## src/rtl/ttl_pkg.sv

```systemverilog
// ----------------------------------------------------------------------------
// Touch traffic light package
// Shared types, register indexes, window constants and lamp codes.
// ----------------------------------------------------------------------------
package ttl_pkg;

  localparam int unsigned CoordW   = 12;
  localparam int unsigned CountW   = 8;
  localparam int unsigned CfgIdxW  = 3;
  localparam int unsigned CfgDataW = 12;
  localparam int unsigned InDataW  = 24;
  localparam int unsigned OutDataW = 8;

  localparam logic [CoordW-1:0] HalfWindow = CoordW'(200);
  localparam logic [CountW-1:0] CountMax   = '1;

  typedef logic [CoordW-1:0] coord_t;
  typedef logic [CountW-1:0] count_t;

  typedef enum logic [CfgIdxW-1:0] {
    RegXOffset    = 3'd0,
    RegYOffset    = 3'd1,
    RegStartX     = 3'd2,
    RegStartY     = 3'd3,
    RegPassX      = 3'd4,
    RegPassY      = 3'd5,
    RegHoldTicks  = 3'd6,
    RegPhaseTicks = 3'd7
  } cfg_reg_e;

  typedef enum logic [1:0] {
    ModeIdle = 2'd0,
    ModeStop = 2'd1,
    ModeGo   = 2'd2,
    ModeWarn = 2'd3
  } mode_e;

  typedef enum logic [1:0] {
    LampOff    = 2'd0,
    LampGreen  = 2'd1,
    LampYellow = 2'd2,
    LampRed    = 2'd3
  } lamp_e;

  typedef enum logic {
    CmdTick   = 1'b0,
    CmdSample = 1'b1
  } cmd_e;

  typedef struct packed {
    coord_t x_offset;
    coord_t y_offset;
    coord_t start_x;
    coord_t start_y;
    coord_t pass_x;
    coord_t pass_y;
    count_t hold_ticks;
    count_t phase_ticks;
  } cfg_t;

  typedef struct packed {
    logic on_start;
    logic on_pass;
  } hit_t;

  function automatic lamp_e lamp_of(mode_e m);
    lamp_e l;
    unique case (m)
      ModeStop: l = LampRed;
      ModeGo:   l = LampGreen;
      ModeWarn: l = LampYellow;
      default:  l = LampOff;
    endcase
    return l;
  endfunction

endpackage

```

## src/rtl/ttl_cfg_regs.sv

```systemverilog
// ----------------------------------------------------------------------------
// Touch traffic light configuration registers
// Holds calibration, window centers and tick thresholds.
// ----------------------------------------------------------------------------
module ttl_cfg_regs (
  input  logic                          clk_i,
  input  logic                          rst_ni,
  input  logic                          cfg_valid_i,
  input  logic [ttl_pkg::CfgIdxW-1:0]   cfg_index_i,
  input  logic [ttl_pkg::CfgDataW-1:0]  cfg_data_i,
  output ttl_pkg::cfg_t                 cfg_o
);
  import ttl_pkg::*;

  cfg_t cfg_q;

  always_ff @(posedge clk_i or negedge rst_ni) begin
    if (!rst_ni) begin
      cfg_q.x_offset    <= CoordW'(1080);
      cfg_q.y_offset    <= CoordW'(1360);
      cfg_q.start_x     <= CoordW'(900);
      cfg_q.start_y     <= CoordW'(900);
      cfg_q.pass_x      <= CoordW'(200);
      cfg_q.pass_y      <= CoordW'(700);
      cfg_q.hold_ticks  <= CountW'(2);
      cfg_q.phase_ticks <= CountW'(5);
    end else if (cfg_valid_i) begin
      unique case (cfg_reg_e'(cfg_index_i))
        RegXOffset:    cfg_q.x_offset    <= cfg_data_i;
        RegYOffset:    cfg_q.y_offset    <= cfg_data_i;
        RegStartX:     cfg_q.start_x     <= cfg_data_i;
        RegStartY:     cfg_q.start_y     <= cfg_data_i;
        RegPassX:      cfg_q.pass_x      <= cfg_data_i;
        RegPassY:      cfg_q.pass_y      <= cfg_data_i;
        RegHoldTicks:  cfg_q.hold_ticks  <= cfg_data_i[CountW-1:0];
        RegPhaseTicks: cfg_q.phase_ticks <= cfg_data_i[CountW-1:0];
        default: ;
      endcase
    end
  end

  assign cfg_o = cfg_q;

endmodule

```

## src/rtl/ttl_touch_decode.sv

```systemverilog
// ----------------------------------------------------------------------------
// Touch traffic light touch decoder
// Corrects a raw touch point and tests it against both button windows.
// ----------------------------------------------------------------------------
module ttl_touch_decode (
  input  ttl_pkg::coord_t touch_x_i,
  input  ttl_pkg::coord_t touch_y_i,
  input  ttl_pkg::cfg_t   cfg_i,
  output ttl_pkg::hit_t   hit_o
);
  import ttl_pkg::*;

  function automatic coord_t sub_clamp(coord_t a, coord_t b);
    return (a > b) ? coord_t'(a - b) : '0;
  endfunction

  function automatic logic near(coord_t a, coord_t c);
    coord_t d;
    d = (a > c) ? coord_t'(a - c) : coord_t'(c - a);
    return d <= HalfWindow;
  endfunction

  coord_t x;
  coord_t y;

  assign x = sub_clamp(touch_x_i, cfg_i.x_offset);
  assign y = sub_clamp(touch_y_i, cfg_i.y_offset);

  assign hit_o.on_start = near(x, cfg_i.start_x) && near(y, cfg_i.start_y);
  assign hit_o.on_pass  = near(x, cfg_i.pass_x) && near(y, cfg_i.pass_y);

endmodule

```

## src/rtl/touch_traffic_light_controller.sv

```systemverilog
// ----------------------------------------------------------------------------
// Touch traffic light controller
// Ticks and touch samples drive a four-mode light with start and pass buttons.
// ----------------------------------------------------------------------------
// Channel  Direction  Signals
// s_axis   in         tvalid, tready, tuser = command, tdata = touch_x, touch_y
// m_axis   out        tvalid, tready, tdata = light_state, lamp
// cfg      in         valid, ready (always high), index, data
//
// Each item passes an input register and a result register; one item per cycle
// is sustained while the result is not stalled. The mode and counter update
// between the two registers sets that rate. A stalled result holds the input
// register, which can still take one item. Reset restores the default
// configuration, idle mode and cleared counters.
// ----------------------------------------------------------------------------
module touch_traffic_light_controller (
  input  logic                           clk_i,
  input  logic                           rst_ni,
  input  logic                           s_axis_tvalid_i,
  output logic                           s_axis_tready_o,
  // [11:0] touch_x, [23:12] touch_y
  input  logic [ttl_pkg::InDataW-1:0]    s_axis_tdata_i,
  // [0] command
  input  logic                           s_axis_tuser_i,
  output logic                           m_axis_tvalid_o,
  input  logic                           m_axis_tready_i,
  // [1:0] light_state, [3:2] lamp, [7:4] zero
  output logic [ttl_pkg::OutDataW-1:0]   m_axis_tdata_o,
  input  logic                           cfg_valid_i,
  output logic                           cfg_ready_o,
  input  logic [ttl_pkg::CfgIdxW-1:0]    cfg_index_i,
  input  logic [ttl_pkg::CfgDataW-1:0]   cfg_data_i
);
  import ttl_pkg::*;

  cfg_t   cfg;
  hit_t   hit;

  logic   in_valid_q;
  cmd_e   cmd_q;
  coord_t tx_q;
  coord_t ty_q;

  mode_e  mode_q, mode_d;
  count_t hold_q, hold_d;
  count_t phase_q, phase_d;

  logic   out_valid_q;
  mode_e  out_mode_q;
  logic   advance;

  assign cfg_ready_o = 1'b1;

  ttl_cfg_regs u_cfg (
    .clk_i      (clk_i),
    .rst_ni     (rst_ni),
    .cfg_valid_i(cfg_valid_i),
    .cfg_index_i(cfg_index_i),
    .cfg_data_i (cfg_data_i),
    .cfg_o      (cfg)
  );

  ttl_touch_decode u_decode (
    .touch_x_i(tx_q),
    .touch_y_i(ty_q),
    .cfg_i    (cfg),
    .hit_o    (hit)
  );

  assign advance         = in_valid_q && (!out_valid_q || m_axis_tready_i);
  assign s_axis_tready_o = !in_valid_q || advance;

  always_comb begin
    logic held;
    held    = hold_q >= cfg.hold_ticks;
    mode_d  = mode_q;
    hold_d  = hold_q;
    phase_d = phase_q;
    if (cmd_q == CmdTick) begin
      hold_d  = (hold_q == CountMax) ? CountMax : count_t'(hold_q + 1'b1);
      phase_d = (phase_q == CountMax) ? CountMax : count_t'(phase_q + 1'b1);
    end else begin
      priority if (hit.on_start) begin
        if (held) begin
          mode_d = (mode_q == ModeIdle) ? ModeStop : ModeIdle;
          hold_d = '0;
        end
      end else if (hit.on_pass && (mode_q == ModeGo || mode_q == ModeStop)) begin
        if (held) begin
          mode_d  = ModeWarn;
          hold_d  = '0;
          phase_d = '0;
        end
      end else begin
        hold_d = '0;
      end
      if (mode_d == ModeIdle) begin
        phase_d = '0;
      end else if (phase_d >= cfg.phase_ticks) begin
        mode_d  = (mode_d == ModeStop) ? ModeGo : ModeStop;
        phase_d = '0;
      end
    end
  end

  always_ff @(posedge clk_i) begin
    if (s_axis_tvalid_i && s_axis_tready_o) begin
      cmd_q <= cmd_e'(s_axis_tuser_i);
      tx_q  <= s_axis_tdata_i[CoordW-1:0];
      ty_q  <= s_axis_tdata_i[2*CoordW-1:CoordW];
    end
  end

  always_ff @(posedge clk_i or negedge rst_ni) begin
    if (!rst_ni) begin
      in_valid_q  <= 1'b0;
      out_valid_q <= 1'b0;
      out_mode_q  <= ModeIdle;
      mode_q      <= ModeIdle;
      hold_q      <= '0;
      phase_q     <= '0;
    end else begin
      if (s_axis_tready_o) begin
        in_valid_q <= s_axis_tvalid_i;
      end
      if (advance) begin
        mode_q      <= mode_d;
        hold_q      <= hold_d;
        phase_q     <= phase_d;
        out_mode_q  <= mode_d;
        out_valid_q <= 1'b1;
      end else if (m_axis_tready_i) begin
        out_valid_q <= 1'b0;
      end
    end
  end

  assign m_axis_tvalid_o = out_valid_q;
  assign m_axis_tdata_o  = {4'b0000, lamp_of(out_mode_q), out_mode_q};

  a_tick_keeps_mode: assert property (@(posedge clk_i) disable iff (!rst_ni)
    advance && cmd_q == CmdTick |=> $stable(mode_q))
    else $error("mode changed on a tick");

  a_hold_saturates: assert property (@(posedge clk_i) disable iff (!rst_ni)
    advance && cmd_q == CmdTick && hold_q == CountMax |=> hold_q == CountMax)
    else $error("hold counter wrapped");

  a_result_matches_mode: assert property (@(posedge clk_i) disable iff (!rst_ni)
    advance |=> out_valid_q && out_mode_q == mode_q)
    else $error("result does not match the stored mode");

  a_stall_has_item: assert property (@(posedge clk_i) disable iff (!rst_ni)
    !s_axis_tready_o |-> in_valid_q && out_valid_q)
    else $error("input stalled without a pending item");

endmodule

```

## config.mk

```make
export PLATFORM = sky130hd
export DESIGN_NAME = touch_traffic_light_controller
export DESIGN_NICKNAME = d
export VERILOG_FILES = /design/src/rtl/ttl_pkg.sv /design/src/rtl/ttl_cfg_regs.sv /design/src/rtl/ttl_touch_decode.sv /design/src/rtl/touch_traffic_light_controller.sv
export SDC_FILE = /design/constraint.sdc
export NUM_CORES = 1
export LEC_CHECK = 0
export ABC_CLOCK_PERIOD_IN_PS = 24500
export BUFFER_PORTS_ARGS = -buffer_cell sky130_fd_sc_hd__clkbuf_2
export CAP_MARGIN = 15
export CORE_ASPECT_RATIO = 0.8
export CORE_MARGIN = 1.5
export CORE_UTILIZATION = 46
export DETAILED_ROUTE_END_ITERATION = 16
export GPL_TIMING_DRIVEN = 0
export SYNTH_ARGS = -nofsm -noshare
export SYNTH_HDL_FRONTEND = slang
export SYNTH_SLANG_ARGS = --single-unit
```

## constraint.sdc

```tcl
create_clock -name clk_i -period 24.5 [get_ports clk_i]
set_input_delay 1.225 -clock clk_i [delete_from_list [all_inputs] [get_ports clk_i]]
set_output_delay 1.225 -clock clk_i [all_outputs]
set_load 0.01 [all_outputs]
```

Yosys cells after proc, flatten, opt, wreduce, memory -nomap -nowiden --
Index checks and enable logic that the tools add are counted.
Storage, ports and cells: input bits 45, memory bits (writable) 0, output and inout port bits 11, latch bits 0, register bits after elaboration 133, memories kept 0, memory bits (read-only) 0
Operators by class: equal/unequal tests 13, order comparisons 12, reductions and logical operators 23, mux-type cells 32, multiply operators 0, add/sub/neg operators 12, bitwise logic cells 0, shift operators 0, divide/modulo/power cells 0
Operators by type and width (count):
- subtractor 12 bit | 10
- 2-to-1 mux 8 bit | 13
- > comparator 12 bit | 6
- 2-to-1 mux 12 bit | 6
- less-or-equal comparator 12 x 8 -> 1 bit, second input constant | 4
- 2-to-1 mux 2 bit | 9
- AND reduction 2 bit | 9
- adder 8 x 1 -> 8 bit, second input constant | 2
- == test 8 bit, second input constant | 2
- greater-or-equal comparator 8 bit | 2
- == test 3 bit, second input constant | 4
- == test 3 x 2 -> 1 bit, second input constant | 2
- case mux 2 bit (3 select lines) | 1
- logical AND 1 bit | 5
- == test 2 x 1 -> 1 bit, second input constant | 2
- == test 2 bit, second input constant | 2
- zero test 2 bit | 2
- == test 3 x 1 -> 1 bit, second input constant | 1
- zero test 3 bit | 1
- logical OR 1 bit | 3
- 2-to-1 mux 1 bit | 3
- zero test 1 bit | 2
- nonzero test 2 bit | 1

Longest topological paths before layout --
Gate-level depths: netlist of the first run.
depth after elaboration 15, gate-level depth with buffers 44

Cells and area by module --
A second synthesis of the first run with hierarchy kept.
Second synthesis, totals: cell total of the unflattened synthesis 1317, area, all modules 11979.0 um2
By module, submodules not included:
- ttl_touch_decode | area each 6100.9 um2, cells each 883, instances 1
- ttl_cfg_regs | area each 3360.7 um2, cells each 193, instances 1
- touch_traffic_light_controller | area each 2517.4 um2, cells each 241, instances 1

Least setup slack after synthesis of the first run --
OpenSTA, ideal clock, no wires.
path kind register to register, start reg u_cfg.cfg_q, in the netlist u_cfg.cfg_o[64], end reg phase_q[3], path buffers 3, path slack 16315 ps, setup time 104 ps, period minus slack after synthesis 8185 ps, stages on the path, launching flop included 43, arrival 8081 ps, path through dfrtp_1 > ha_1 > fa_1 > nor2b_1 > o21ai_0 > a21boi_0 > o21ai_0 > a21boi_0 > o21ai_0 > a21boi_0 > o21ai_0 > a21boi_0 > o21a_1 > o32a_1 > clkbuf_1 > and2_1 > ha_1 > nand4_1 > (+7 left out) > or4_1 > or4_1 > buf_4 > nand2_1 > nand2_1 > ha_1 > nand2b_1 > a21o_1 > a21o_1 > a21o_1 > a21o_1 > a21o_1 > a21o_1 > a21oi_1 > nand2_1 > inv_1 > o211ai_4 > a221oi_1
Between the ends: cells in the longest elaborated chain, start to end 14, elaborated cells between the ends (all ways) 27, classes of those cells 5 x add/sub; 6 x order compare; 12 x mux; 4 x reduce/logical
Ends and longest elaborated chain:
- start, declared | RTL line ttl_cfg_regs.sv:15 | cfg_t cfg_q;
- subtractor 12 bit / > comparator 12 bit (equally long branches) | RTL line ttl_touch_decode.sv:14 | return (a > b) ? coord_t'(a - b) : '0;
- 2-to-1 mux 12 bit (*) | RTL line ttl_touch_decode.sv:14
- subtractor 12 bit / > comparator 12 bit (equally long branches) | RTL line ttl_touch_decode.sv:19 | d = (a > c) ? coord_t'(a - c) : coord_t'(c - a);
- 2-to-1 mux 12 bit | RTL line ttl_touch_decode.sv:19
- less-or-equal comparator 12 x 8 -> 1 bit | RTL line ttl_touch_decode.sv:20 | return d <= HalfWindow;
- logical AND 1 bit | RTL line ttl_touch_decode.sv:30 | assign hit_o.on_pass = near(x, cfg_i.pass_x) && near(y, cfg_i.pass_y);
- logical AND 1 bit | RTL line touch_traffic_light_controller.sv:88 | end else if (hit.on_pass && (mode_q == ModeGo || mode_q == ModeStop)) begin
- 2-to-1 mux 8 bit | RTL line touch_traffic_light_controller.sv:88
- 2-to-1 mux 8 bit | RTL line touch_traffic_light_controller.sv:83 | priority if (hit.on_start) begin
- 2-to-1 mux 8 bit | RTL line touch_traffic_light_controller.sv:79 | if (cmd_q == CmdTick) begin
- greater-or-equal comparator 8 bit | RTL line touch_traffic_light_controller.sv:99 | end else if (phase_d >= cfg.phase_ticks) begin
- 2-to-1 mux 8 bit | RTL line touch_traffic_light_controller.sv:99
- 2-to-1 mux 8 bit (*) | RTL line touch_traffic_light_controller.sv:97 | if (mode_d == ModeIdle) begin
- 2-to-1 mux 8 bit (*) | RTL line touch_traffic_light_controller.sv:79
- end signal, assigned | RTL line touch_traffic_light_controller.sv:129 | phase_q <= phase_d;
- end, declared | RTL line touch_traffic_light_controller.sv:46 | count_t phase_q, phase_d;
Every way passes the cells marked *; elsewhere a longest branch is shown, timed or not. The select of a mux whose other input is x is not followed. A chain may end at the register's enable or synchronous reset.

Final worst setup path of the first run --
start reg u_cfg.cfg_q, in the netlist u_cfg.cfg_o[76], end reg phase_q[3]
Same word-level chain as after synthesis.

==> impl_summary.txt, run 1 <==
----------------------------------------------------
[Timing]
  Setup TNS ... 0 ns
  Hold WS ... 0.505 ns
  Fmax achieved ... 97.8 MHz
  Tightest Pin Transition ... roughly 1 ns
  Fin Clk Skew ... 0.0159 ns
  Count of final hold-check violations ... 0
  Final Max Tran Viols ... 0
  Min Tclk post-route ... 10.23 ns
  Count of final setup violators ... 0
  Max-Slew Margin vs Limit ... 32.5%
  RSZ-0062 raised after global routing ... no
  Final critical-path share of the clock period ... 41.8%

[Detailed routing]
  Total detailed-routing wirelength ... 30.2 mm
  Via count ... 9,716
  Sum of routed wire segments on met1 ... 15.5 mm
  Highest layer used for signal routing ... met4
  DRC violation count after routing ... 0
  Met2 Routed Length ... about 13 mm
  Post-route antenna net violation count ... 0
  Final routed wire length divided by cell count ... around 18 microns
  Via-to-Cell Ratio ... ~5.6
  Routed wire length on met3 ... roughly 1.7 mm
  DRT Pass-1 Iters ... 5
  Number of design-rule violations left by the first detailed-router iteration ... 673

[Floorplanning]
  Top-level port count ... 56
  Die span in y ... 144 microns
  Core Footprint ... between 20,000 and 25,000 sq um
  Number of rows in the core area ... between 50 and 60
  Width of the chip ... 179 microns
  Die ar. ... 25,700 sq um
  Initial cell density of the core ... 46.8%

[Clocking]
  Clock sink total ... around 130
  Master cell of the clock root buffer ... sky130_fd_sc_hd__clkbuf_16
  Number of buffers inserted by post-CTS setup repair ... 0
  Resized cells post-CTS ... 0
  Clock tree from TritonCTS ... done
  Maximum clock insertion buffer count ... 2
  Clock edge transition at the registers on the reported setup and hold paths ... ~0.07 ns
  Number of clock buffers inserted by TritonCTS ... 17
  Hold Buf Count CTS ... 0
  Number of H-tree levels ... 4
  Clock network latency to the later pin of the worst-skew pair ... 0.44 ns

[Pwr]
  Final total power ... 1380 uW
  Peak supply drop ... 0.0596 mV
  Leakage dissipation ... 0.00592 uW
  Power density normalized to cell area ... 108 nW/um^2

[Min path]
  Hold/Removal Path Class ... register to register

[Finish]
  Number of antenna cells inserted ... 0
  Total number of nets in the final design ... around 1,600
  Number of standard cells in the layout, taps in and fillers out ... between 1,500 and 2,000
  Fin area ... 12,700 sq um
  Fillers ... roughly 2,300
  Area added between synthesis and finish ... 11.7%
  Fraction of layout instances using a drive strength above 1 ... about an eighth

[Placement]
  Weighted congestion reported at the end of routability-driven placement ... 0.925
  I/O Buffers ... 48
  Number of cells after detailed placement ... ~1,700
  Hpwl dp ... 23.2 mm
  Cell area reported after detailed placement ... 12,100 sq um

[Critical path]
  Endpoint required time on the critical path ... around 25 ns
  CP Max Fanout ... 10
  Cell type with the highest occurrence count on the critical path ... sky130_fd_sc_hd__a21o_1
  Endpoint class of the critical path ... register
  Startpoint of the lowest-slack register-to-register path ... u_cfg.cfg_o[76]
  Worst Path Buf+Inv ... 3
  Critical path destination ... phase_q[3]
  Crit path arrival time ... 10.56 ns
  Crit path launch type ... register
  Setup Crit Path Kind ... register to register
  RR Endpoint ... phase_q[3]
  Slowest cell on the critical path ... sky130_fd_sc_hd__nor4_1
  Crit. path cell count ... 41
  Family of cells with the greatest summed delay on the critical path ... compound AO/OA/AOI/OAI gates
  Setup slack on the worst flop-to-flop path ... 14.27 ns
  Startpoint of the worst setup timing path ... u_cfg.cfg_o[76]
  Stage delay of the slowest cell on the critical path ... between 0.8 and 0.9 ns
  R2r worst-path depth ... 41

[Yosys]
  Part of the Yosys area used for sequential elements ... 30.7%
  Total of flip-flops plus latches after synthesis ... 133
  Syn Area/Cell ... 8.61 sq um
  Number of warnings reported in the yosys synthesis log ... 0
  Syn Std Cell Area ... 11,400 sq um
  Top flip-flop cell by instance count after synthesis ... sky130_fd_sc_hd__dfrtp_1
  Distinct cell type count after synthesis ... 77
  Share of synthesized flip-flops with an asynchronous set or reset ... between 80% and 90%
  Gate count of the mapped netlist ... 1,321
  Number of enable-type register cells in the synthesized netlist ... 25

[GRT]
  First-pass GRT wire length ... between 40 and 50 mm
  Number of global-route vias before repair ... between 8,000 and 9,000
  Combined global-route utilization of all metal layers ... 24.5%
  Antenna violations before repair ... 0
  Gr ovfl total ... 0
  Maximum number of pins on one net before global-route repair ... slightly above 80

[Job]
  Number of max-cap violations ... 0

[Run status]
  Run status ... finished clean

----------------------------------------------------
synth_stat cells, types with 6 or more instances:
master,number,area (sq um)
sky130_fd_sc_hd__nand3_1,24,120
sky130_fd_sc_hd__nor3_1,13,65.1
sky130_fd_sc_hd__o31ai_1,7,52.6
sky130_fd_sc_hd__nand4_1,20,125
sky130_fd_sc_hd__and3_1,15,93.8
sky130_fd_sc_hd__o21bai_1,6,45.0
sky130_fd_sc_hd__nor2_1,67,251
sky130_fd_sc_hd__nand2b_1,18,113
sky130_fd_sc_hd__ha_1,142,1780
sky130_fd_sc_hd__mux2i_1,16,160
sky130_fd_sc_hd__buf_4,8,60.1
sky130_fd_sc_hd__a21boi_0,12,90.1
sky130_fd_sc_hd__edfxtp_1,25,751
sky130_fd_sc_hd__and4_1,7,61.3
sky130_fd_sc_hd__nor2b_1,19,119
sky130_fd_sc_hd__o211ai_1,7,52.6
sky130_fd_sc_hd__or2_2,8,50.1
sky130_fd_sc_hd__and2_1,34,213
sky130_fd_sc_hd__mux2_2,43,484
sky130_fd_sc_hd__a31oi_1,13,81.3
sky130_fd_sc_hd__xor2_1,18,158
sky130_fd_sc_hd__nand2_1,140,526
sky130_fd_sc_hd__a21o_1,39,293
sky130_fd_sc_hd__inv_1,120,450
sky130_fd_sc_hd__dfstp_2,28,736
sky130_fd_sc_hd__o21a_1,11,82.6
sky130_fd_sc_hd__dfrtp_1,80,2000
sky130_fd_sc_hd__clkbuf_1,33,124
sky130_fd_sc_hd__a211oi_1,6,45.0
sky130_fd_sc_hd__o21ai_0,118,591
sky130_fd_sc_hd__a21oi_1,86,430
sky130_fd_sc_hd__or3_1,10,62.6
sky130_fd_sc_hd__a221oi_1,7,61.3
sky130_fd_sc_hd__xnor2_1,25,219
sky130_fd_sc_hd__or4_1,6,45.0
state kept, by name, summed over array words and instances, names as in the netlist:
signal	cells
u_cfg.cfg_o	88
tx_q	12
ty_q	12
hold_q	8
phase_q	8
out_mode_q	2
cmd_q	1
in_valid_q	1
m_axis_tvalid_o	1
cell usage in the layout, fill, tap and decap left out, drive strengths merged, types with 15 or more instances in the layout:
| cell | netlist | routed |
|---|---|---|
| buf | 15 | 17 |
| nor2 | 68 | 68 |
| dfstp | 28 | 28 |
| clkbuf | 35 | 102 |
| nand3 | 24 | 24 |
| and3 | 15 | 15 |
| o21ai | 120 | 120 |
| a21oi | 86 | 86 |
| nand2b | 18 | 18 |
| ha | 142 | 142 |
| dfrtp | 80 | 80 |
| xor2 | 18 | 18 |
| nand4 | 20 | 20 |
| a21o | 39 | 39 |
| nand2 | 140 | 140 |
| mux2 | 43 | 43 |
| nor2b | 19 | 19 |
| edfxtp | 25 | 25 |
| inv | 120 | 127 |
| xnor2 | 25 | 25 |
| mux2i | 16 | 16 |
| and2 | 34 | 34 |
cells by family (layout without fill, tap and decap cells):
group / after synthesis / count (layout) / share of synthesized area, %
compound gates: 366 / 366 / 20.3
xor+xnor: 43 / 43 / 3.31
fa+ha+maj: 144 / 144 / 16.0
buf+inv: 170 / 252 / 6.01
flops: 133 / 133 / 30.7
mux: 59 / 59 / 5.67
other cells: 2 / 5 / 0.0660
simple gates: 404 / 404 / 18.0
final cells by class:
cell class | count | area (sq um) | area share, %
clock inverters | 13 | 164 | 1.29
well taps | 318 | 398 | 3.13
repair buffers | 50 | 304 | 2.39
flip-flops and latches | 133 | 3490 | 27.5
plain buffers | 50 | 233 | 1.83
inverters | 120 | 450 | 3.55
clock buffers | 19 | 453 | 3.57
multi-input cells | 1021 | 7210 | 56.8
routing by layer:
layer	up-vias	track usage, %
met2	280	36.0
met4	0	6.14
met3	27	4.50
met1	4579	36.7
li1	4830	-
met5	-	0
through the flow:
stage | util, % | setup slack [ns]
CTS | 52.2 | 14.42
global placement | 49.4 | 14.56
finish | 52.2 | 14.27
global route | 52.2 | 13.22
detailed placement | 49.7 | 14.55
floorplan | - | 16.31
power breakdown:
group          switching (uW)  internal (uW)
Sequential               20.7            269
Combinational             479            337
Clock                     112            159
Total                     612            765
how the worst min path moves through the flow:
| stage | start | to | slack [ns] | cells after the start |
|---|---|---|---|---|
| 2_1_floorplan | in_valid_q | m_axis_tvalid_o | 0.47 | 1 |
| 4_1_cts | u_cfg.cfg_o[3] | u_cfg.cfg_o[3] | 0.51 | 1 |
| 3_5_place_dp | u_cfg.cfg_o[10] | u_cfg.cfg_o[10] | 0.49 | 1 |
| 5_1_grt | u_cfg.cfg_o[10] | u_cfg.cfg_o[10] | 0.52 | 1 |
| 6_report | u_cfg.cfg_o[10] | u_cfg.cfg_o[10] | 0.51 | 1 |
| 3_3_place_gp | u_cfg.cfg_o[13] | u_cfg.cfg_o[13] | 0.49 | 1 |
worst register-to-register path: cells and delay by family, from the launching register on:
family / cells / cell delay [ns]
AND/OR/NAND/NOR: 12 / 3.31
buffers and inverters: 3 / 0.82
adder cells (fa/ha/maj): 4 / 1.04
AO/OA/AOI/OAI: 22 / 4.58
flip-flops: 1 / 0.38
Note: power is estimated with default switching activity, not from simulation.
==> run 2: changes to the inputs <==
--- a/config.mk
+++ b/config.mk
@@ -5,7 +5,7 @@
 export SDC_FILE = /design/constraint.sdc
 export NUM_CORES = 1
 export LEC_CHECK = 0
-export ABC_CLOCK_PERIOD_IN_PS = 24500
+export ABC_CLOCK_PERIOD_IN_PS = 10520
 export BUFFER_PORTS_ARGS = -buffer_cell sky130_fd_sc_hd__clkbuf_2
 export CAP_MARGIN = 15
 export CORE_ASPECT_RATIO = 0.8
==> constraint.sdc (replaced) <==
create_clock -name clk_i -period 10.52 [get_ports clk_i]
set_input_delay 0.526 -clock clk_i [delete_from_list [all_inputs] [get_ports clk_i]]
set_output_delay 0.526 -clock clk_i [all_outputs]
set_load 0.01 [all_outputs]
==> run 2 against run 1 <==
  * Clock-buffer cell count stayed put
  * Die area did not move
  * Flip-flop and latch count is the same
  * First-iteration DRC count up 1.5%
  * Final cell count rose by 0.12%
  * Critical endpoint unchanged
  * Largest power group unchanged
  * Highest routed layer unchanged
==> impl_summary.txt, run 2 (synthesized netlist as in run 1, its figures left out) <==
----------------------------------------------------
[Run status]
  Run status ... finished clean

[Floorplanning]
  Core Footprint ... between 20,000 and 25,000 sq um
  Die ar. ... approximately 26,000 sq um
  Die span in y ... 144 microns
  Top-level port count ... 56
  Initial cell density of the core ... 46.8%
  Number of rows in the core area ... slightly above 50
  Width of the chip ... 179 microns

[Critical path]
  CP Max Fanout ... 10
  Crit path launch type ... register
  Cell type with the highest occurrence count on the critical path ... sky130_fd_sc_hd__a21o_1
  Setup Crit Path Kind ... register to register
  Stage delay of the slowest cell on the critical path ... 0.62 ns
  R2r worst-path depth ... 42
  Setup slack on the worst flop-to-flop path ... 1.01 ns
  Slowest cell on the critical path ... sky130_fd_sc_hd__or4_1
  Crit path arrival time ... slightly below 10 ns
  Startpoint of the lowest-slack register-to-register path ... u_cfg.cfg_o[64]
  Endpoint class of the critical path ... register
  RR Endpoint ... phase_q[3]
  Endpoint required time on the critical path ... ~11 ns

[Finish]
  Total number of nets in the final design ... approximately 1,600
  Share of the core filled with cells ... 52.5%
  Number of flip-flops in the largest register ... slightly below 90
  Highest-count cells in the layout ignoring fill and taps ... 142 x sky130_fd_sc_hd__ha_1, 140 x sky130_fd_sc_hd__nand2_1, 120 x sky130_fd_sc_hd__inv_1
  Most common library cell in the layout ignoring fill and taps ... sky130_fd_sc_hd__ha_1
  Fillers ... 2,302
  Fraction of layout instances using a drive strength above 1 ... 13.8%
  Number of standard cells in the layout, taps in and fillers out ... about 1,700
  Area added between synthesis and finish ... 12.2%

[Detailed routing]
  Post-route antenna net violation count ... 0
  Total detailed-routing wirelength ... 30.3 mm
  Via count ... about 10,000
  Final routed wire length divided by cell count ... 17.5 microns
  Number of design-rule violations left by the first detailed-router iteration ... ~680
  Via-to-Cell Ratio ... 5.63
  DRT Pass-1 Iters ... 5
  DRC violation count after routing ... 0

[Min path]
  Hold/Removal Path Class ... input port to register
  Hold path cells ... 1
  Destination of the worst hold path ... ty_q[0]
  Origin of the worst min-delay path ... s_axis_tdata_i[12]

[Clocking]
  Clock network latency to the later pin of the worst-skew pair ... 0.44 ns
  Number of buffers inserted by post-CTS setup repair ... 0
  Number of H-tree levels ... 4
  Maximum clock insertion buffer count ... 2
  Master cell of the clock root buffer ... sky130_fd_sc_hd__clkbuf_16
  Clock edge transition at the registers on the reported setup and hold paths ... ~0.070 ns
  Clock sink total ... ~130
  Number of clock buffers inserted by TritonCTS ... 17
  Clock tree from TritonCTS ... done

[GRT]
  Combined global-route utilization of all metal layers ... 24.5%
  Number of global-route vias before repair ... between 8,000 and 9,000
  Antenna violations before repair ... 0
  Maximum number of pins on one net before global-route repair ... 81
  First-pass GRT wire length ... 48.3 mm
  Gr ovfl total ... 0

[Placement]
  Hpwl dp ... 23.2 mm
  Weighted congestion reported at the end of routability-driven placement ... around 0.92
  Pre-CTS WS ... 0.571 ns
  Number of cells after detailed placement ... 1,692
  I/O Buffers ... 48

[Pwr]
  Leakage dissipation ... just under 0.006 uW
  Power density normalized to cell area ... 253 nW/um^2
  Peak supply drop ... 0.135 mV
  Sw Ratio ... 44.6%
  Switch Pwr ... 1440 uW
  Logic pwr share ... 59.4%
  Clock group share of total power ... 19.7%
  Share of power burned in registers ... 21.0%
  Internal power component ... roughly 1800 uW

[Timing]
  Max-Slew Margin vs Limit ... 41.3%
  Setup TNS ... 0 ns
  Hold WS ... 0.254 ns
  Final critical-path share of the clock period ... 90.4%
  Min Tclk post-route ... 9.51 ns
  Setup ws final ... 1.01 ns
  Final Max Tran Viols ... 0
  Count of final hold-check violations ... 0
  Fmax achieved ... 105 MHz
  Count of final setup violators ... 0
  Fin Clk Skew ... 0.0152 ns
  RSZ-0062 raised after global routing ... no
  Tightest Pin Transition ... 0.875 ns

[Job]
  Number of max-cap violations ... 0

----------------------------------------------------
==> run 2: how the worst max path moves through the flow <==
stage | from | to | slack, ns | cells after the start
finish | u_cfg.cfg_o[64] | phase_q[3] | 1.01 | 42
global route | u_cfg.cfg_o[64] | phase_q[3] | 0.11 | 43
CTS | u_cfg.cfg_o[76] | phase_q[3] | 0.44 | 41
detailed placement | u_cfg.cfg_o[76] | phase_q[3] | 0.57 | 41
global placement | u_cfg.cfg_o[76] | phase_q[3] | 0.58 | 41
floorplan | u_cfg.cfg_o[64] | phase_q[3] | 2.33 | 42
==> run 2: layout make-up <==
| class | count | area (sq um) | area share (%) |
|---|---|---|---|
| Multi-Input combinational cell | 1021 | 7250 | 56.8 |
| Sequential cell | 133 | 3490 | 27.3 |
| Clock buffer | 19 | 453 | 3.55 |
| Inverter | 120 | 450 | 3.53 |
| Tap cell | 318 | 398 | 3.12 |
| Timing Repair Buffer | 51 | 314 | 2.46 |
| Buffer | 50 | 238 | 1.86 |
| Clock inverter | 13 | 164 | 1.28 |
| Antenna cell | 1 | 2.50 | 0.0196 |
==> run 2: power by group through the flow <==
stage | combinational, uW | clock (uW) | sequential [uW]
floorplan | 1440 | 0 | 670
finish | 1910 | 634 | 675
global placement | 1840 | 0 | 682
CTS | 1870 | 645 | 675
global route | 2130 | 668 | 686
detailed placement | 1850 | 0 | 684
==> run 2: layer usage <==
metal	wire length [microns]	GRT usage [%]
met5	0	0
met4	478	6.14
met3	1620	4.50
met2	12600	36.0
met1	15600	36.7
==> run 2: critical path, delay by kind of cell (launching register included) <==
family          cells  cell delay (ns)
mux                 1             0.26
xor+xnor            1             0.14
fa+ha+maj           4             1.23
simple gates       10             2.39
compound gates     22             4.18
flops               1             0.38
buf+inv             4             0.77
==> run 2: repair_timing <==
action	in CTS	in global routing
hold endpoints to repair	16	0
setup endpoints to repair	0	10
gates resized for setup	0	16
hold buffers	1	0
==> run 2: through the flow <==
stage	cell area, sq um	total power (uW)
5_1_grt	12800	3480
3_5_place_dp	12100	2540
2_1_floorplan	11400	2120
4_1_cts	12700	3190
3_3_place_gp	12000	2520
6_report	12800	3220
==> run 3: changes to the inputs <==
--- a/config.mk
+++ b/config.mk
@@ -13,6 +13,7 @@
 export CORE_UTILIZATION = 46
 export DETAILED_ROUTE_END_ITERATION = 16
 export GPL_TIMING_DRIVEN = 0
+export PLACE_DENSITY = 0.65
 export SYNTH_ARGS = -nofsm -noshare
 export SYNTH_HDL_FRONTEND = slang
 export SYNTH_SLANG_ARGS = --single-unit
==> run 3 against run 2 <==
  * Total power shrank 1.5%
  * First-iteration DRC count grew 27%
  * Combinational power is essentially flat
==> impl_summary.txt, run 3 (synthesized netlist as in run 1, its figures left out) <==
----------------------------------------------------
[Finish]
  Most common library cell in the layout ignoring fill and taps ... sky130_fd_sc_hd__ha_1
  Fraction of layout instances using a drive strength above 1 ... 13.2%
  Share of the core filled with cells ... 52.1%
  Area added between synthesis and finish ... 11.4%
  Highest-count cells in the layout ignoring fill and taps ... 142 x sky130_fd_sc_hd__ha_1, 140 x sky130_fd_sc_hd__nand2_1, 120 x sky130_fd_sc_hd__inv_1
  Total number of nets in the final design ... 1,582
  Number of flip-flops in the largest register ... 88
  Number of antenna cells inserted ... 0
  Fin area ... between 10,000 and 15,000 sq um

[Detailed routing]
  DRT Pass-1 Iters ... 8
  Final routed wire length divided by cell count ... 17.9 microns
  Via count ... 9,806
  Post-route antenna net violation count ... 0
  Via-to-Cell Ratio ... roughly 5.7
  DRC violation count after routing ... 0
  Number of design-rule violations left by the first detailed-router iteration ... 864
  Total detailed-routing wirelength ... 30.8 mm

[Critical path]
  Setup Crit Path Kind ... register to register
  CP Max Fanout ... 10
  Endpoint required time on the critical path ... 10.83 ns
  Slowest cell on the critical path ... sky130_fd_sc_hd__or4_1
  Crit path launch type ... register
  Crit path arrival time ... 10.15 ns
  Cell type with the highest occurrence count on the critical path ... sky130_fd_sc_hd__a21o_1
  Stage delay of the slowest cell on the critical path ... 0.58 ns
  Endpoint class of the critical path ... register

[GRT]
  Antenna violations before repair ... 1
  First-pass GRT wire length ... 48.8 mm
  Gr ovfl total ... 0
  Combined global-route utilization of all metal layers ... 24.9%
  Number of global-route vias before repair ... a little over 9,000
  Maximum number of pins on one net before global-route repair ... 67

[Timing]
  Count of final hold-check violations ... 0
  Setup TNS ... 0 ns
  Min Tclk post-route ... 9.84 ns
  Final critical-path share of the clock period ... 93.5%
  Setup ws final ... 0.682 ns
  Tightest Pin Transition ... 1.09 ns
  Fmax achieved ... between 100 and 150 MHz
  Fin Clk Skew ... between 0.015 and 0.02 ns
  Final Max Tran Viols ... 0
  RSZ-0062 raised after global routing ... no
  Count of final setup violators ... 0
  Max-Slew Margin vs Limit ... around 27%

[Floorplanning]
  Top-level port count ... between 50 and 60
  Core Footprint ... 24,300 sq um
  Die span in y ... 144 microns
  Die ar. ... ~26,000 sq um
  Initial cell density of the core ... 46.8%
  Number of rows in the core area ... 51
  Width of the chip ... 179 microns

[Min path]
  Hold/Removal Path Class ... input port to async pin

[Clocking]
  Clock edge transition at the registers on the reported setup and hold paths ... 0.07 ns
  Master cell of the clock root buffer ... sky130_fd_sc_hd__clkbuf_16
  Clock sink total ... between 100 and 150
  Clock network latency to the later pin of the worst-skew pair ... approximately 0.43 ns
  Number of clock buffers inserted by TritonCTS ... 17
  Clock tree from TritonCTS ... done
  Maximum clock insertion buffer count ... 2
  Number of H-tree levels ... 4

[Pwr]
  Peak supply drop ... 0.130 mV
  Power density normalized to cell area ... 250 nW/um^2
  Leakage dissipation ... 0.00590 uW
  Final total power ... about 3200 uW

[Placement]
  Pre-CTS WS ... 0.430 ns
  Hpwl dp ... 23.6 mm
  Weighted congestion reported at the end of routability-driven placement ... 0.893
  I/O Buffers ... 48
  Cell area reported after detailed placement ... approximately 12,000 sq um

[Job]
  Number of max-cap violations ... 0

[Run status]
  Run status ... finished clean

----------------------------------------------------
[run 3: cell count changes in the layout (fill, tap and decap cells not counted), moves of 2 or more]
cell	delta
sky130_fd_sc_hd__clkbuf_1	+6
sky130_fd_sc_hd__clkbuf_2	-4
sky130_fd_sc_hd__clkinv_2	+4
sky130_fd_sc_hd__inv_8	-4
sky130_fd_sc_hd__clkbuf_8	-2
sky130_fd_sc_hd__inv_6	-2
[run 3: cell type report]
| cell class | instances | area (sq um) |
|---|---|---|
| plain buffers | 50 | 233 |
| clock buffers | 20 | 458 |
| clock inverters | 12 | 104 |
| fillers | 2272 | 11600 |
| multi-input cells | 1021 | 7250 |
| inverters | 120 | 450 |
| well taps | 318 | 398 |
| repair buffers | 50 | 292 |
| flip-flops and latches | 133 | 3490 |
[run 3: report_power, final]
part	internal (uW)	switching, uW
combinational	787	1140
sequential	628	48.1
clock	338	238
total	1750	1420
[run 3: worst paths after layout]
path,start,to,slack (ns),cells past startpoint
setup reg to reg,u_cfg.cfg_o[64],phase_q[3],0.68,43
hold / removal,rst_ni,out_mode_q[0],0.04,1
min in group clk_i,s_axis_tdata_i[12],ty_q[0],0.26,1
hold reg to reg,in_valid_q,m_axis_tvalid_o,0.50,1
max in group asynchronous,rst_ni,u_cfg.cfg_o[70],9.79,2
setup / recovery,u_cfg.cfg_o[64],phase_q[3],0.68,43
[run 3: repair_timing]
action	CTS	global route
endpoints found under the setup margin	0	10
hold buffers	0	0
buffers inserted	0	0
resized for setup	0	7
[run 3: per-layer routing]
layer | vias up | GRT usage (%) | share of wire [%]
met5 | - | 0 | 0
met4 | 0 | 5.26 | 0.99
met3 | 17 | 5.56 | 6.7
met2 | 313 | 36.0 | 41
met1 | 4644 | 37.3 | 51
li1 | 4832 | - | -
[run 3: through the flow]
| stage | hold WS [ns] | instances |
|---|---|---|
| final | 0.0419 | 1724 |
| after global routing | 0.0532 | 1724 |
| after CTS | 0.0434 | 1724 |
| after detailed placement | 0.491 | 1692 |
| after global placement | 0.485 | 1690 |
| after floorplan | 0.230 | 1324 |
[run 3: worst max-delay path: cells and delay by family, from the launching register on]
kind,cells,cell delay (ns)
AO/OA/AOI/OAI,22,4.38
XOR/XNOR,1,0.17
adder cells (fa/ha/maj),4,1.16
buffers and inverters,5,1.03
flip-flops,1,0.38
multiplexers,1,0.19
AND/OR/NAND/NOR,10,2.39
